--- config.mk ---
export PLATFORM = sky130hd
export DESIGN_NAME = sms_ram
export DESIGN_NICKNAME = d
export VERILOG_FILES = /design/src/sv/sms_ram.sv
export SDC_FILE = /design/constraint.sdc
export NUM_CORES = 2
export LEC_CHECK = 0
export BUFFER_PORTS_ARGS = -buffer_cell sky130_fd_sc_hd__clkbuf_2
export CAP_MARGIN = 20
export CORE_UTILIZATION = 57
export DETAILED_ROUTE_END_ITERATION = 6
export PLACE_DENSITY_LB_ADDON = 0.3
export SLEW_MARGIN = 5
export SYNTH_ARGS = -nofsm -noshare
export SYNTH_HDL_FRONTEND = slang
export SYNTH_SLANG_ARGS = --single-unit
--- constraint.sdc ---
create_clock -name clk_i -period 2.77 [get_ports clk_i]
set_input_delay 0.4155 -clock clk_i [delete_from_list [all_inputs] [get_ports clk_i]]
set_output_delay 0.4155 -clock clk_i [all_outputs]
set_load 0.01 [all_outputs]
--- src/sv/sms_ram.sv ---
// ----------------------------------------------------------------------------
// sms_ram
// Generic single write, single read RAM with registered read data.
// ----------------------------------------------------------------------------
module sms_ram #(
  parameter int WIDTH = 8,
  parameter int DEPTH = 256
) (
  input  logic                     clk_i,
  input  logic                     we_i,
  input  logic [$clog2(DEPTH)-1:0] waddr_i,
  input  logic [WIDTH-1:0]         wdata_i,
  input  logic [$clog2(DEPTH)-1:0] raddr_i,
  output logic [WIDTH-1:0]         rdata_o
);

  logic [WIDTH-1:0] mem_q [DEPTH];
  logic [WIDTH-1:0] rdata_q;

  // read returns old data on a same-address write
  always_ff @(posedge clk_i) begin
    if (we_i) begin
      mem_q[waddr_i] <= wdata_i;
    end
    rdata_q <= mem_q[raddr_i];
  end

  assign rdata_o = rdata_q;

endmodule

; Yosys cells after proc, flatten, opt, wreduce, memory -nomap -nowiden
; Memory sizes are Yosys's and may differ from the RTL's. A register that Yosys moved wholly into a read port is not among the register bits.
; Index checks and enable logic that the tools add are counted.
[word_totals]
memories = 1
register_bits = 0
ramBits = 2048
[classes]
mux = 2
[memory_table]
columns = name, words, word_bits, read_ports, rd_clocked_by_memory_dff, wr, line
row1 = mem_q, 256, 8, 1, 1, 1, 17  ; logic [WIDTH-1:0] mem_q [DEPTH];
[op_table]
columns = cell, count
row1 = $mux 1, 2

; Depth between registers and ports, before layout
[logic_depth]
ltp_word = 2
ltp_mapped = 11

; Least setup slack after synthesis
; Ideal clock, no wire load.
[synth_path]
path_type = input-to-reg
startpoint = in raddr_i[0]
endpoint = reg rdata_q[2] (netlist: rdata_o[2]), read port of mem_q
stages = 9
arrival_ns = 2.222
slack_ns = 0.417
setup_ns = 0.131
cell_sequence = buf_6 > buf_12 > buf_8 > buf_2 > mux4_2 > a22oi_1 > a21oi_1 > nor4_1 > nor4_2
[synth_lines]
columns = element, line
row1 = start: declaration, 13  ; input logic [$clog2(DEPTH)-1:0] raddr_i,
row2 = end: declaration, 18  ; logic [WIDTH-1:0] rdata_q;

==> impl_metrics.yaml <==
clock_tree:
  clock_latency_ns: 0.85
  postCtsSetupRepairBufs: 0
  cts_buffers: 195
  tritoncts: "built"
  clk_pin_slew_worst_paths_ns: 0.06
  numClockSinks: 2056
  cts_htree_levels: 4
  cts-root-buf: "clkbuf_16"
  cts_buffer_depth: 3
yosys:
  synth_nets: 3759
  netlist_top_cells_count: "edfxtp_1 (2048), mux4_2 (454), nor2_1 (282)"
  synth.most_common_cell: "edfxtp_1"
  synth_seq_cells: 2056
  synth_edf_count: 2048
  ys.warnings.count: 0
  ys.flop_type: "edfxtp_1"
  yosysSeqAreaShare: 0.7750
  synth_area_leaders: "edfxtp_1 (77%), mux4_2 (13%), mux2i_1 (1.7%)"
  synthArstFlopShare: 0
  netlist_instances: 3733
  synth.avg_cell_area_um2: 21.31
  synth_top_area_cell: "edfxtp_1"
  synth_cell_types: 55
  synth_top_area_share: 0.7730
  syn_area_um2: 79560
drt:
  drt-total-wl_um: 195600
  top_layer: "met5"
  firstDrtPassIters: 6
  drc: 0
  ant_nets: 0
  wl_met1_um: 73820
  wl_met3_um: 22040
  routedWlPerCell_um: 30.74
  avgViaCountPerCell: 6.471
  drt_iter0_drc: 5782
  met2_wirelength_um: 93550
  vias: 41180
timing:
  relSlewSlack: 0.2878
  rsz0062_at_grt: "no"
  finalMaxSlewViolations: 0
  finalCritPeriodShare: 0.9794
  worstMarginPinSlew_ns: 1.041
  hold_viol: 0
  skew_ns: 0.04558
  finalSetupTns_ns: 0
  setup_violations: 0
  clock.fmax_ghz: 0.3686
  period_needed_ns: 2.713
global_routing:
  overflow: 0
  grt_pass1_wl_um: 283100
  grt_pass1_vias: 41150
  track_usage: 0.2819
  grt_max_degree: 105
  antenna_found_initial: 8
pwr:
  sw_frac_of_total: 0.2128
  clockPowerShare: 0.405
  intPower_w: 0.05005
  power_frac_comb: 0.055
  leakagePower_nw: 29.85
  p_sw_w: 0.01353
  power_w: 0.06358
  ir_drop_mv: 0.8059
  p_per_area_nw_per_um2: 688.2
  pwr-share-seq: 0.540
finish:
  drive_above_1_share: 0.3074
  nets: 4366
  area_delta_synth_final_pct: 16.13
  fin_area_um2: 92390
  final_core_util: 0.6695
placement:
  port-buffer-count: 33
  place_area_um2: 86250
  gp_congestion: 0.8757
  dp_hpwl_um: 124200
die:
  core-area_um2: 138000
  die_y_um: 375.6
  io_pins: 34
  die_w_um: 375.6
  rows: 136
  start_util: 0.5765
  dieArea_um2: 141100
critical_path:
  cp.required_ns: 3.43
  path_max_fanout: 1
  start_kind: "register"
  path_class: "register to register"
  endpoint_kind: "register"
  arrival_ns: 3.38
worst_hold_path:
  hold_class: "primary input to register"
run:
  drv_cap: 0
status:
  status: "completed"
==> worst max-delay path, cell delays in order, from the launching register on <==
cell and delay, ns:
edfxtp_1 0.38, mux4_2 0.49, o22a_1 0.24, o21ai_0 0.23, a2111oi_1 0.18, buf_4 0.18
nor3_1 0.71, nor4_1 0.14
==> path summary, 6_finish.rpt <==
kind,start,endpoint,slack [ns],cells past startpoint
worst max-delay path,mem_q[175][4],rdata_o[4],0.06,7
worst min-delay path,wdata_i[1],mem_q[246][1],0.05,1
worst max register to register,mem_q[175][4],rdata_o[4],0.06,7
worst min register to register,mem_q[41][3],rdata_o[3],1.10,7
==> cell families after synthesis <==
| logic type | share of synthesized area |
|---|---|
| AOI/OAI and AO/OA | 0.03419 |
| and+or+nand+nor | 0.02628 |
| DFF | 0.7750 |
| buffers and inverters | 0.01831 |
| muxes | 0.1462 |
==> final cells by class <==
cell class / instances / area, µm²
fillers: 8506 / 45610
well taps: 1863 / 2331
clock buffers: 248 / 5109
diodes: 1 / 2.502
repair buffers: 643 / 5767
flip-flops and latches: 2056 / 61660
clock inverters: 108 / 1007
inverters: 2 / 7.507
multi-input cells: 1442 / 16510
==> power by group through the flow <==
stage	sequential (W)	clock [W]	combinational (W)
6_report	0.0344	0.0257	0.00349
5_1_grt	0.0343	0.0271	0.00364
4_1_cts	0.0344	0.0260	0.00348
3_5_place_dp	0.0350	0	0.00345
3_3_place_gp	0.0350	0	0.00339
2_1_floorplan	0.0350	0	0.00167
==> per-stage QoR <==
step	std cells	setup slack (ns)	hold WS, ns
6_report	6363	0.05699	0.05221
5_1_grt	6362	0.002417	0.04975
2_1_floorplan	3733	0.4166	0.5144
4_1_cts	6362	0.05935	0.05512
3_5_place_dp	6005	-0.8141	0.8885
3_3_place_gp	6003	-1.143	0.8783
==> repair_timing <==
| action | CTS | global route |
|---|---|---|
| endpoints found under the setup margin | 2 | 0 |
| hold endpoints to repair | 6 | 0 |
| hold buffers | 1 | 0 |
| resized for setup | 2 | 0 |
==> layer usage <==
layer  vias up  track usage
li1      16910            -
met2      2530       0.4401
met1     21340       0.4010
met5         -            0
met3       390      0.06213
met4        10      0.09265
==> cells in the final DEF (no fill, tap or decap), types with 4 or more instances in the layout <==
| cell | count |
|---|---|
| buf_4 | 535 |
| nand2_1 | 33 |
| o221ai_1 | 46 |
| edfxtp_1 | 2048 |
| o22ai_1 | 28 |
| inv_6 | 7 |
| clkbuf_1 | 50 |
| nand4_1 | 10 |
| clkinv_8 | 4 |
| buf_8 | 5 |
| mux2i_1 | 134 |
| dfxtp_1 | 8 |
| inv_16 | 4 |
| nand2b_1 | 8 |
| nor4_1 | 21 |
| and2_1 | 6 |
| clkinv_2 | 32 |
| nor3_1 | 21 |
| a22o_1 | 8 |
| clkbuf_8 | 8 |
| clkinv_1 | 43 |
| clkbuf_16 | 195 |
| nor2_1 | 279 |
| a21oi_1 | 96 |
| nor2b_1 | 28 |
| a221oi_1 | 13 |
| o21ai_0 | 10 |
| o32ai_1 | 4 |
| buf_12 | 74 |
| mux4_2 | 454 |
| a22oi_1 | 133 |
| nand3_1 | 34 |
| clkbuf_2 | 21 |
| bufinv_16 | 14 |
| o211ai_1 | 10 |
| or2_2 | 4 |
| a211oi_1 | 16 |
| nor4_2 | 6 |
| o22a_1 | 5 |
==> registers in the layout (all words and copies together), names as in the netlist <==
signal,cells
mem_q,2048
rdata_o,8
(Power assumes the default switching activity.)
