File: config.mk
export PLATFORM = sky130hd
export DESIGN_NAME = sms_outq
export DESIGN_NICKNAME = d
export VERILOG_FILES = /design/src/sv/sms_pkg.sv /design/src/sv/sms_outq.sv
export SDC_FILE = /design/constraint.sdc
export NUM_CORES = 1
export LEC_CHECK = 0
export ABC_AREA = 1
export BUFFER_PORTS_ARGS = -buffer_cell sky130_fd_sc_hd__buf_2
export CORE_ASPECT_RATIO = 0.9
export CORE_MARGIN = 4
export CORE_UTILIZATION = 50
export CTS_BUF_LIST = sky130_fd_sc_hd__clkbuf_8
export DETAILED_ROUTE_END_ITERATION = 8
export PLACE_DENSITY = 0.73
export SLEW_MARGIN = 10
export SYNTH_ARGS = -nofsm -noshare
export SYNTH_HDL_FRONTEND = slang
export SYNTH_SLANG_ARGS = --single-unit
File: constraint.sdc
create_clock -name clk_i -period 5.7 [get_ports clk_i]
set_input_delay 0.285 -clock clk_i [delete_from_list [all_inputs] [get_ports clk_i]]
set_output_delay 0.285 -clock clk_i [all_outputs]
set_load 0.01 [all_outputs]
File: src/sv/sms_pkg.sv
// ----------------------------------------------------------------------------
// sms_pkg
// Shared types and sizes for the stack machine instruction step block.
// ----------------------------------------------------------------------------
package sms_pkg;

  localparam int STACK_DEPTH = 256;
  localparam int WORD_BITS   = 8;

  localparam int SAW  = $clog2(STACK_DEPTH);
  localparam int SDW  = $clog2(STACK_DEPTH + 1);
  localparam int CMPW = (SDW > 9) ? SDW : 9;

  localparam int IP_W   = 9;
  localparam int OP_W   = 4;
  localparam int ARG_W  = 8;
  localparam int ST_W   = 4;
  localparam int PLEN_W = 9;
  localparam int CHAR_W = 8;

  localparam int OUTQ_DEPTH = 3;
  localparam int QPW        = $clog2(OUTQ_DEPTH);
  localparam int QCW        = $clog2(OUTQ_DEPTH + 1);

  typedef enum logic [OP_W-1:0] {
    OP_PUSH  = 4'd0,
    OP_ADD   = 4'd1,
    OP_SUB   = 4'd2,
    OP_GT    = 4'd3,
    OP_LT    = 4'd4,
    OP_JMP   = 4'd5,
    OP_JNZ   = 4'd6,
    OP_JZ    = 4'd7,
    OP_DUP   = 4'd8,
    OP_POP   = 4'd9,
    OP_HALT  = 4'd10,
    OP_WRITE = 4'd11,
    OP_SWAP  = 4'd12,
    OP_CALL  = 4'd13,
    OP_RET   = 4'd14
  } op_e;

  typedef enum logic [ST_W-1:0] {
    ST_OK         = 4'd0,
    ST_BAD_OP     = 4'd1,
    ST_OVERFLOW   = 4'd2,
    ST_UNDERFLOW  = 4'd3,
    ST_BAD_JUMP   = 4'd4,
    ST_BAD_ARG    = 4'd5,
    ST_BAD_CALL   = 4'd6,
    ST_CALL_OVER  = 4'd7,
    ST_CALL_UNDER = 4'd8
  } status_e;

  typedef struct packed {
    status_e             status;
    logic [IP_W-1:0]     next_ip;
    logic                halted;
    logic                char_valid;
    logic [CHAR_W-1:0]   char_out;
  } result_t;

endpackage

File: src/sv/sms_outq.sv
// ----------------------------------------------------------------------------
// sms_outq
// Small result queue that decouples execution from the output stall.
// ----------------------------------------------------------------------------
module sms_outq
  import sms_pkg::*;
(
  input  logic           clk_i,
  input  logic           rst_ni,
  input  logic           push_i,
  input  result_t        data_i,
  output logic           valid_o,
  input  logic           stall_i,
  output result_t        data_o,
  output logic [QCW-1:0] count_o
);

  result_t        ent_q [OUTQ_DEPTH];
  logic [QPW-1:0] wr_q, wr_d;
  logic [QPW-1:0] rd_q, rd_d;
  logic [QCW-1:0] cnt_q, cnt_d;
  logic           pop;

  assign valid_o = (cnt_q != '0);
  assign pop     = valid_o && !stall_i;
  assign data_o  = ent_q[rd_q];
  assign count_o = cnt_q;

  always_comb begin
    wr_d  = wr_q;
    rd_d  = rd_q;
    cnt_d = cnt_q;
    if (push_i) begin
      wr_d = (wr_q == QPW'(OUTQ_DEPTH - 1)) ? '0 : wr_q + 1'b1;
    end
    if (pop) begin
      rd_d = (rd_q == QPW'(OUTQ_DEPTH - 1)) ? '0 : rd_q + 1'b1;
    end
    if (push_i && !pop) begin
      cnt_d = cnt_q + 1'b1;
    end else if (!push_i && pop) begin
      cnt_d = cnt_q - 1'b1;
    end
  end

  always_ff @(posedge clk_i or negedge rst_ni) begin
    if (!rst_ni) begin
      wr_q  <= '0;
      rd_q  <= '0;
      cnt_q <= '0;
    end else begin
      wr_q  <= wr_d;
      rd_q  <= rd_d;
      cnt_q <= cnt_d;
    end
  end

  always_ff @(posedge clk_i) begin
    if (push_i) begin
      ent_q[wr_q] <= data_i;
    end
  end

endmodule

Yosys cells after proc, flatten, opt, wreduce, memory -nomap -nowiden --
Memories as Yosys holds them, arrays and structs flattened. Index checks and enable logic that the tools add are counted.
Storage, ports and cells: flip-flop bits (word level) 6, RAM bits 69, output and inout port bits 26, logic and storage cells 24, memories 1
Memory list:
- ent_q | depth 3, bits a word 23, rd ports 1, clocked after memory_dff 0, wr ports 1, RTL line sms_outq.sv:18 | result_t ent_q [OUTQ_DEPTH];
Cells by class: add/subtract/negate cells 4, eq/ne operators 2, muxes and demuxes 6, reductions and logical operators 8
Operators with widths (count):
- 2-bit 2-to-1 mux | 4
- 2-bit by 1-bit adder with 2-bit output, second input constant | 3
- 2-bit equality test, second input constant | 2
- 2-bit nonzero test | 2
- 1-bit logical AND | 3
- 1-bit zero test | 3
- 1-bit 2-to-1 mux | 2
- 2-bit by 1-bit subtractor with 2-bit output, second input constant | 1

Logic depth before layout (Yosys ltp) --
Gate-level depths: netlist (run 1).
depth in word-level cells 5, mapped depth 9, gate-level depth less buffers 9

Worst setup path after synthesis (run 1) --
OpenSTA, ideal clock, no wires.
path type register -> register, start point reg wr_q[0], end point mem ent_q[2][0] (netlist name), enable pin, arrival time 1.467 ns, required time 5.297 ns, slack 3.830 ns, cell stages (with the launch flop) 4, buffers on the path 0, period minus slack after synthesis 1.870 ns, cell sequence dfrtp_1 inv_1 nand2_1 nor2_1
RTL lines:
- start: declaration | RTL line sms_outq.sv:19 | logic [QPW-1:0] wr_q, wr_d;
- start signal: assignment | RTL line sms_outq.sv:52 | wr_q <= wr_d;
- end: declaration | RTL line sms_outq.sv:18
No word-level cell before the write port.

==> summary.md, run 1 <==
| Metric | Value |
|---|---|
| Vias in the first global route | ~1.6k |
| RR Endpoint | rd_q[0]$_DFFE_PN0P_ |
| Initial antenna violation count | 0 |
| Synth Area in Compound Gates | less than 1% |
| Drt first-iter violations | 84 |
| Cell Area, Synth | approximately 3000 um2 |
| Final count of hold timing violations | 0 |
| Setup-failing EPs final | 0 |
| WL final | just under 5000 um |
| Synth Flop Type | edfxtp_1 |
| PortBufs | 52 |
| Hold Path Depth | 1 |
| FILL cells | about 470 |
| CTS tree | yes |
| Area grow syn2layout | 15.85% |
| Synth Area in XOR/XNOR | less than 1% |
| Net Count, Synth | roughly 240 |
| Top-area cell type share of the netlist area | 69.09% |
| Setup TNS | 0 ns |
| Inst Count DP | between 300 and 400 |
| Max_slew headroom | approximately 28% |
| Leak | around 0.0014 uW |
| Yosys top cell by area | edfxtp_1 |
| Status | completed |
| Commonest cells post-synth | edfxtp_1, nand2_1, nand2_2, nand3_2 |
| Depth of the CTS H-tree | 3 |
| CP startpoint kind | register |
| Gp weighted congestion | between 0.7 and 0.8 |
| DR DRC count | 0 |
| Initial Util | about 52% |
| Adder-cell share of the synthesized area | less than 1% |
| Total Routing Usage GR | between 10% and 20% |
| Worst R2R Setup Slack | between 3 and 4 ns |
| CTS Sinks | 75 |
| Worst EP arrival | around 2.2 ns |
| Worst Min Path Start | data_i[7] |
| Die Ht | between 80 and 90 um |
| Cts bufs inserted | 9 |
| Crit Path Max Fanout | 26 |
| Part of the cycle the worst path needs | 43.98% |
| Clk_skew | approximately 0.0054 ns |
| Pre-antenna DRT Iters | 6 |
| Global-route wire length before repair | around 7700 um |
| Final slew viol count | 0 |
| Final core area utilization | roughly 60% |
| Post-Layout Cell Count | 341 |
| Min Tclk post-route | approximately 2.5 ns |
| Simple-gate area share of the yosys netlist | a little over a fifth |
| Worst r2r path cells | 3 |
| Final HPWL DP | slightly above 3000 um |
| Worst-Margin Slew | 1.085 ns |
| Maximum VDD drop | 0.0002577 V |
| Fmax | between 300 and 400 MHz |
| Synthesized flop and latch total | 75 |
| Cell row count | 26 |
| Main combinational cell family by area after synthesis | simple AND/OR/NAND/NOR gates |
| Unrepaired setup endpoints after global routing | no |
| Grt ovf | 0 |
| Pwr/cell area | just over 500 nW/um2 |
| Die area | roughly 7300 um2 |
| Top-count cell post-synth | edfxtp_1 |
| Ys async rst share | around 8% |
| Yosys warns | 0 |
| Share of synthesized area spent on multiplexers | 0% |
| WP data required | 5.41 ns |
| Synth Instances | between 200 and 250 |
| Max cap viols | 0 |
| Root Buffer | clkbuf_8 |
| Post-detailed-route count of antenna-violating nets | 0 |
| Largest net degree at the start of global routing | 27 |
| Clock-pin transition on the worst setup and hold timing paths | around 0.07 ns |
| Share of cells above drive strength 1 | just over 40% |
| Setup bufs post-CTS | 0 |
| DR WL/cell | approximately 14 um |
| # IOs | between 50 and 60 |
| Crit path kind | register to output pin |
| Via density | ~5 |
| Post-synth EDFFs | 69 |
| Core Area | 5758 um2 |
| Synth area leaders | edfxtp_1, nand2_1, nand3_2, dfrtp_1, nand2_2 |
| Vias post-DR | 1696 |
| Total Power | about 1800 uW |
| Synth Area per Inst | about 14 um2 |
| Register area share after synthesis | 74.09% |
| Clk buf depth | 2 |
| Final nets | roughly 290 |
| CP Capture Type | output pin |
| Die Width | around 90 um |
| Reg-to-reg startpoint | rd_q[1]$_DFFE_PN0P_ |
| Hold endpoint | ent_q[0][7]$_DFFE_PP_ |
| Synth unique cells | 19 |
| Worst hold-check path type | input pin to register |
| Worst-skew pair later-pin latency | around 0.34 ns |
| Antenna Diode Count | 0 |
| Hold slack | about 0.14 ns |
-- layout by cell type, fill, tap and decap left out, drive strengths merged --
cell type	instances
nand2	80
edfxtp	69
buf	53
nand3	28
inv	11
clkbuf	9
dfrtp	6
clkinv	4
nor2	3
o21ai	2
xnor2	1
nand4	1
ha	1
clkinvlp	1
bufinv	1
dlygate4sd3	1
-- critical path, cell delays in order, from the launching register on --
cell and delay (ns):
dfrtp_1 0.79, nor2_4 0.68, nand2_1 0.15, nand3_2 0.12, buf_2 0.13
-- power breakdown --
part / internal (uW) / switching, uW
logic: 219 / 382
registers: 712 / 67.9
clock network: 196 / 175
-- how the worst max path moves through the flow --
stage,startpoint,to,slack [ns],depth (start not counted)
floorplan,wr_q[0]$_DFFE_PN0P_,ent_q[2][0]$_DFFE_PP_,3.83,3
CTS,rd_q[1]$_DFFE_PN0P_,data_o[18],3.11,4
global route,rd_q[1]$_DFFE_PN0P_,data_o[8],2.96,4
global placement,rd_q[1]$_DFFE_PN0P_,data_o[9],3.56,4
finish,rd_q[1]$_DFFE_PN0P_,data_o[18],3.19,4
detailed placement,rd_q[1]$_DFFE_PN0P_,data_o[8],3.51,4
-- layer usage --
layer  up-vias  part of all wire (%)  global-route usage (%)
li1        837                     -                       -
met1       791                    43                   17.57
met2        58                    49                   23.68
met3        10                   7.0                   5.717
met4         0                   1.2                   7.292
met5         -                     0                       0
-- layout make-up --
class	count	area (um2)	share of cell area (%)
Clock buffer	9	123.9	3.565
Clock inverter	7	60.06	1.728
Inverter	10	37.54	1.080
Multi-Input combinational cell	116	665.6	19.16
Sequential cell	75	2222	63.95
Tap cell	70	87.58	2.521
Timing Repair Buffer	54	277.8	7.994
-- state kept, by name, summed over array words and instances (netlist names) --
name / count
wr_q: 2
ent_q: 69
rd_q: 2
count_o: 2
-- what timing repair did --
item | CTS | global route
hold buffers | 1 | 0
gates resized for setup | 0 | 0
hold endpoints to repair | 6 | 0
setup endpoints to repair | 0 | 0
-- metrics by stage --
step | cell area, um2 | worst slack (ns)
floorplan | 2999 | 3.830
global placement | 3281 | 3.560
detailed placement | 3281 | 3.507
CTS | 3475 | 3.112
global route | 3475 | 2.960
finish | 3475 | 3.193
-- cells by family after synthesis --
group           after synthesis
compound gates                2
buf+inv                      17
fa+ha+maj                     1
simple gates                112
flops                        75
xor+xnor                      1
Power figures use the tool's default switching activity.
==> run 2: changes to the inputs <==
- ABC_AREA: 1 -> 0
- PLACE_DENSITY: 0.73 -> 0.76
- clock period: 5.7 -> 2 ns (I/O delays scaled with it)
==> summary.md, run 2 <==
| Metric | Value |
|---|---|
| Status | completed |
| Clk_skew | around 0.0076 ns |
| Root Buffer | clkbuf_8 |
| Pint | approximately 3100 uW |
| Total Routing Usage GR | approximately 17% |
| CTS Sinks | 75 |
| Post-CTS Resized | 0 |
| Die Ht | 79.74 um |
| CP max-delay cell | dfrtp_1 |
| Sequential Power Share | a little under half |
| PortBufs | 52 |
| Final slew viol count | 0 |
| Cts bufs inserted | 9 |
| Pwr/cell area | between 1000 and 1500 nW/um2 |
| Synthesized flop and latch total | 75 |
| Crit path kind | register to output pin |
| Share of cells above drive strength 1 | a little under a third |
| Largest net degree at the start of global routing | 31 |
| Synth Instances | between 150 and 200 |
| Setup-failing EPs final | 0 |
| # IOs | 53 |
| Max_slew headroom | 72.20% |
| Part of the cycle the worst path needs | about four fifths |
| Final count of hold timing violations | 0 |
| Synth unique cells | 22 |
| Slowest Stage Delay on Critical Path | ~0.34 ns |
| Reg area | roughly 2200 um2 |
| Setup bufs post-CTS | 0 |
| Top-area cell type share of the netlist area | just over 70% |
| WP data required | ~1.9 ns |
| Die area | approximately 7000 um2 |
| Cell row count | 25 |
| Post-detailed-route count of antenna-violating nets | 0 |
| Register area share after synthesis | between 70% and 80% |
| Post-synth EDFFs | 69 |
| Drt first-iter violations | 69 |
| Commonest cells post-synth | edfxtp_1, nand2_1, mux2i_1 |
| Synth area leaders | edfxtp_1, mux2i_1, dfrtp_1, nand2_1, o21ai_1 |
| Multi-input gate area | 579.3 um2 |
| Worst EP arrival | 1.50 ns |
| Final core area utilization | about two thirds |
| FILL cells | around 370 |
| Antenna Diode Count | 0 |
| CP Capture Type | output pin |
| Fmax | between 600 and 700 MHz |
| Clock-pin transition on the worst setup and hold timing paths | roughly 0.070 ns |
| DR DRC count | 0 |
| Ys async rst share | about 8% |
| Worst-Margin Slew | between 0.4 and 0.5 ns |
| Most common cell after layout, fill and taps aside | edfxtp_1 |
| WL final | 5276 um |
| Max cap viols | 0 |
| Vias in the first global route | ~1.8k |
| Die Width | 87.71 um |
| Yosys warns | 0 |
| CP startpoint kind | register |
| Cell Chain, Critical Path | buf_4, mux2i_1, o21ai_1, buf_2 |
| Total Power | 4717 uW |
| Setup TNS | 0 ns |
| CTS tree | yes |
| Grt ovf | 0 |
| Depth of the CTS H-tree | 3 |
| Synth Area per Inst | about 17 um2 |
| Net Count, Synth | 199 |
| Via density | approximately 5.0 |
| Largest Register | ent_q |
| Pre-antenna DRT Iters | 4 |
| Initial antenna violation count | 0 |
| Switching part of the total power | 33.35% |
| Yosys top cell by area | edfxtp_1 |
| Unrepaired setup endpoints after global routing | no |
| Core Area | approximately 5400 um2 |
| Top-count cell post-synth | edfxtp_1 |
| Final HPWL DP | about 3500 um |
| Psw | approximately 1600 uW |
| Min Tclk post-route | roughly 1.6 ns |
| Comb power frac | between 30% and 40% |
| Gp weighted congestion | approximately 0.75 |
| Final nets | ~290 |
| Most frequent cells in the layout | edfxtp_1, buf_2, nand2_1 |
| Area grow syn2layout | 27.05% |
| Global-route wire length before repair | slightly below 9000 um |
| Clock network fraction of design power | approximately 21% |
| Number of flip-flops in the largest register | slightly below 70 |
| Clk buf depth | 2 |
| Maximum VDD drop | 0.0008210 V |
| Synth Flop Type | edfxtp_1 |
| Hold_buf cts | 24 |
| Cell Area, Synth | roughly 2900 um2 |
| DR WL/cell | roughly 16 um |
| Worst hold-check path type | input pin to async pin |
| Initial Util | 53.14% |
| Leak | around 0.0014 uW |
| Crit Path Max Fanout | 19 |
| Vias post-DR | 1674 |
| Worst-skew pair later-pin latency | about 0.33 ns |
[run 2: changes by cell type in the layout (fill, tap and decap cells not counted), moves of 8 or more]
cell / delta
buf_4: +9
o21ai_1: +18
inv_1: -8
nand3_1: -8
mux2i_1: +23
nand2_1: -35
nand3_2: -20
nand2_2: -20
dlygate4sd3_1: +23
[run 2: through the flow]
step / instances / hold WS [ns] / worst slack (ns) / area (um2)
final: 332 / 0.1125 / 0.3983 / 3632
after global routing: 332 / 0.1000 / 0.2746 / 3632
after CTS: 332 / 0.1049 / 0.3699 / 3632
after detailed placement: 292 / -0.06744 / 0.5632 / 3224
after global placement: 292 / -0.06607 / 0.5963 / 3224
after floorplan: 171 / -0.1956 / 0.1282 / 2869
[run 2: power groups by stage]
| stage | Combinational (uW) | Sequential [uW] | Clock [uW] |
|---|---|---|---|
| 6_report | 1600 | 2150 | 973 |
| 5_1_grt | 1770 | 2180 | 1070 |
| 4_1_cts | 1630 | 2150 | 999 |
| 3_5_place_dp | 1590 | 2180 | 0 |
| 3_3_place_gp | 1560 | 2160 | 0 |
| 2_1_floorplan | 1070 | 2160 | 0 |
[run 2: per-layer routing]
metal  part of all wire [%]  up-vias  GRT usage (%)
li1                       -      816              -
met1                     45      806          22.31
met2                     49       48          27.03
met3                    5.5        4          6.398
met4                   0.53        0          3.221
met5                      0        -              0
[run 2: final cells by class]
cell class	instances	share of cell area, %
sequential	75	61.18
tap	67	2.308
inverter	1	0.1033
multi-input combinational	87	15.95
clock inverter	7	1.206
timing repair buffer	86	15.85
clock buffer	9	3.410
[run 2: path summary, 6_finish.rpt]
path,cells past startpoint,end,slack (ns),startpoint
worst max-delay path,4,data_o[7],0.40,rd_q[0]$_DFFE_PN0P_
worst min-delay path,2,count_o[0]$_DFFE_PN0P_,0.11,rst_ni
worst max register to register,3,ent_q[1][7]$_DFFE_PP_,0.55,wr_q[0]$_DFFE_PN0P_
worst min register to register,1,count_o[1]$_DFFE_PN0P_,0.55,count_o[1]$_DFFE_PN0P_
max in group asynchronous,2,rd_q[1]$_DFFE_PN0P_,1.73,rst_ni
min in group clk_i,3,rd_q[1]$_DFFE_PN0P_,0.14,stall_i
[run 2: cell families (layout without fill, tap and decap cells)]
| family | Yosys count | count (layout) | share of synthesized area (%) |
|---|---|---|---|
| xor gates and xnor gates | 3 | 3 | 0.9192 |
| and+or+nand+nor | 32 | 32 | 4.596 |
| adders and majority gates | 1 | 1 | 0.4376 |
| AOI/OAI and AO/OA | 28 | 28 | 5.383 |
| buffers and inverters | 9 | 103 | 2.888 |
| DFF | 75 | 75 | 77.72 |
| muxes | 23 | 23 | 8.052 |
[run 2: critical path, delay by kind of cell, from the launching register on]
family	cells	cell delay [ns]
multiplexers	1	0.29
AO/OA/AOI/OAI	1	0.08
buffers and inverters	2	0.44
flip-flops	1	0.34
==> run 3: changes to the inputs <==
- PLACE_DENSITY: 0.76 -> 0.73
- clock period: 2 -> 1.63 ns (I/O delays scaled with it)
==> summary.md, run 3 (synthesized netlist as in run 2, its figures left out) <==
| Metric | Value |
|---|---|
| Status | completed |
| Clk_skew | between 0.004 and 0.005 ns |
| Slowest Stage Delay on Critical Path | a little over 0.4 ns |
| DR WL/cell | 15.80 um |
| CP Capture Type | output pin |
| CTS tree | yes |
| CP startpoint kind | register |
| CP bufs+invs | 2 |
| Vias in the first global route | 1661 |
| Maximum VDD drop | approximately 0.0010 V |
| Largest net degree at the start of global routing | 26 |
| CP max-delay cell | dfrtp_1 |
| Part of the cycle the worst path needs | between 90% and 100% |
| Min Tclk post-route | 1.501 ns |
| PortBufs | 52 |
| Gp weighted congestion | a little over 0.7 |
| Leak | about 0.0014 uW |
| Pwr/cell area | around 1700 nW/um2 |
| Hold endpoint | rd_q[1]$_DFFE_PN0P_ |
| Final nets | roughly 290 |
| Fmax | 666.3 MHz |
| Hold Path Depth | 3 |
| CTS Sinks | 75 |
| Setup TNS | 0 ns |
| Unrepaired setup endpoints after global routing | no |
| Die area | about 7000 um2 |
| Post-detailed-route count of antenna-violating nets | 0 |
| DR DRC count | 0 |
| Max cap viols | 0 |
| # IOs | 53 |
| Crit path max-delay family | flip-flops |
| Die Ht | between 70 and 80 um |
| Most frequent cells in the layout | edfxtp_1, buf_2, nand2_1 |
| Reg-to-reg startpoint | count_o[0]$_DFFE_PN0P_ |
| Via density | between 5 and 6 |
| Depth of the CTS H-tree | 3 |
| Vias post-DR | between 1.5k and 2k |
| Area grow syn2layout | 30.72% |
| Total Power | 6358 uW |
| Total Routing Usage GR | approximately 17% |
| Final count of hold timing violations | 0 |
| Initial antenna violation count | 0 |
| Die Width | 87.71 um |
| Worst EP arrival | approximately 1.4 ns |
| Hold slack | around 0.1 ns |
| Initial Util | a little over half |
| Number of flip-flops in the largest register | slightly below 70 |
| Grt ovf | 0 |
| RR Endpoint | count_o[1]$_DFFE_PN0P_ |
| Core Area | about 5400 um2 |
| Worst-skew pair later-pin latency | approximately 0.34 ns |
| Final HPWL DP | roughly 3200 um |
| WL final | about 5200 um |
| Cts bufs inserted | 9 |
| Worst-Margin Slew | around 0.26 ns |
| Largest Register | ent_q |
| Final slew viol count | 0 |
| Pre-antenna DRT Iters | 4 |
| Worst R2R Setup Slack | about 0.31 ns |
| Antenna Diode Count | 0 |
| Clk buf depth | 2 |
| Setup-failing EPs final | 0 |
| Worst Min Path Start | stall_i |
| Clock-pin transition on the worst setup and hold timing paths | roughly 0.070 ns |
| Max_slew headroom | just over 80% |
| Worst hold-check path type | input pin to register |
| Worst r2r path cells | 5 |
| Share of cells above drive strength 1 | 31.32% |
| Crit Path Max Fanout | 17 |
| Global-route wire length before repair | between 8000 and 9000 um |
| WP data required | around 1.6 ns |
| Cell row count | 25 |
| Most common cell after layout, fill and taps aside | edfxtp_1 |
| Drt first-iter violations | between 100 and 150 |
| Crit path kind | register to output pin |
| Cell Chain, Critical Path | buf_12, mux2i_1, o21ai_0, buf_2 |
| Root Buffer | clkbuf_8 |
==> run 3: changes by cell type in the layout (fill, tap and decap cells not counted), moves of 2 or more <==
cell / previous run / this run
buf_12: 0 / 2
buf_4: 10 / 7
bufinv_16: 0 / 3
clkinvlp_4: 3 / 0
o21ai_0: 6 / 4
==> run 3: worst max-delay path by stage <==
stage,from,endpoint,cells past startpoint
floorplan,wr_q[1]$_DFFE_PN0P_,ent_q[0][0]$_DFFE_PP_,1
global placement,count_o[0]$_DFFE_PN0P_,count_o[1]$_DFFE_PN0P_,5
detailed placement,count_o[0]$_DFFE_PN0P_,count_o[1]$_DFFE_PN0P_,4
CTS,rd_q[0]$_DFFE_PN0P_,data_o[21],4
global route,rd_q[0]$_DFFE_PN0P_,data_o[2],4
finish,rd_q[0]$_DFFE_PN0P_,data_o[2],4
==> run 3: where the power goes <==
group | total, uW | internal (uW) | switching (uW) | leakage [uW]
combinational | 2010 | 882 | 1130 | 0.000619
sequential | 2670 | 2490 | 185 | 0.000709
clock | 1670 | 1010 | 660 | 0.000119
==> run 3: area by class of cell <==
| cell class | count | area, um2 |
|---|---|---|
| Tap cell | 67 | 83.83 |
| Multi-Input combinational cell | 87 | 583.1 |
| Timing Repair Buffer | 86 | 604.3 |
| Clock buffer | 9 | 123.9 |
| Fill cell | 364 | 1643 |
| Inverter | 1 | 3.754 |
| Clock inverter | 7 | 115.1 |
| Sequential cell | 75 | 2223 |
==> run 3: worst min-delay path, stage by stage <==
cell and delay, ns:
buf_2 0.07, o21bai_2 0.13, o21ai_0 0.11
==> run 3: per-stage QoR <==
| stage | std cells | instance area [um2] | setup slack (ns) | util, % |
|---|---|---|---|---|
| after floorplan | 171 | 2872 | -0.1899 | - |
| after global placement | 292 | 3249 | 0.3462 | 60.40 |
| after detailed placement | 292 | 3249 | 0.3078 | 60.40 |
| after CTS | 332 | 3732 | 0.00004496 | 69.37 |
| after global routing | 332 | 3737 | 0.01262 | 69.47 |
| final | 332 | 3737 | 0.1292 | 69.47 |
==> run 3: timing repair <==
item / 4_1_cts / 5_1_grt
resized for setup: 1 / 4
setup buffers: 0 / 0
endpoints found under the hold margin: 75 / 0
setup endpoints to repair: 3 / 14
pin swaps: 0 / 0
hold buffers: 24 / 0
==> run 3: routing by layer <==
layer | track usage, % | up-vias | wire (um)
met1 | 22.60 | 758 | 2102
met3 | 3.818 | 10 | 468
met2 | 25.75 | 72 | 2570
met4 | 8.742 | 0 | 104
met5 | 0 | - | 0
li1 | - | 821 | -
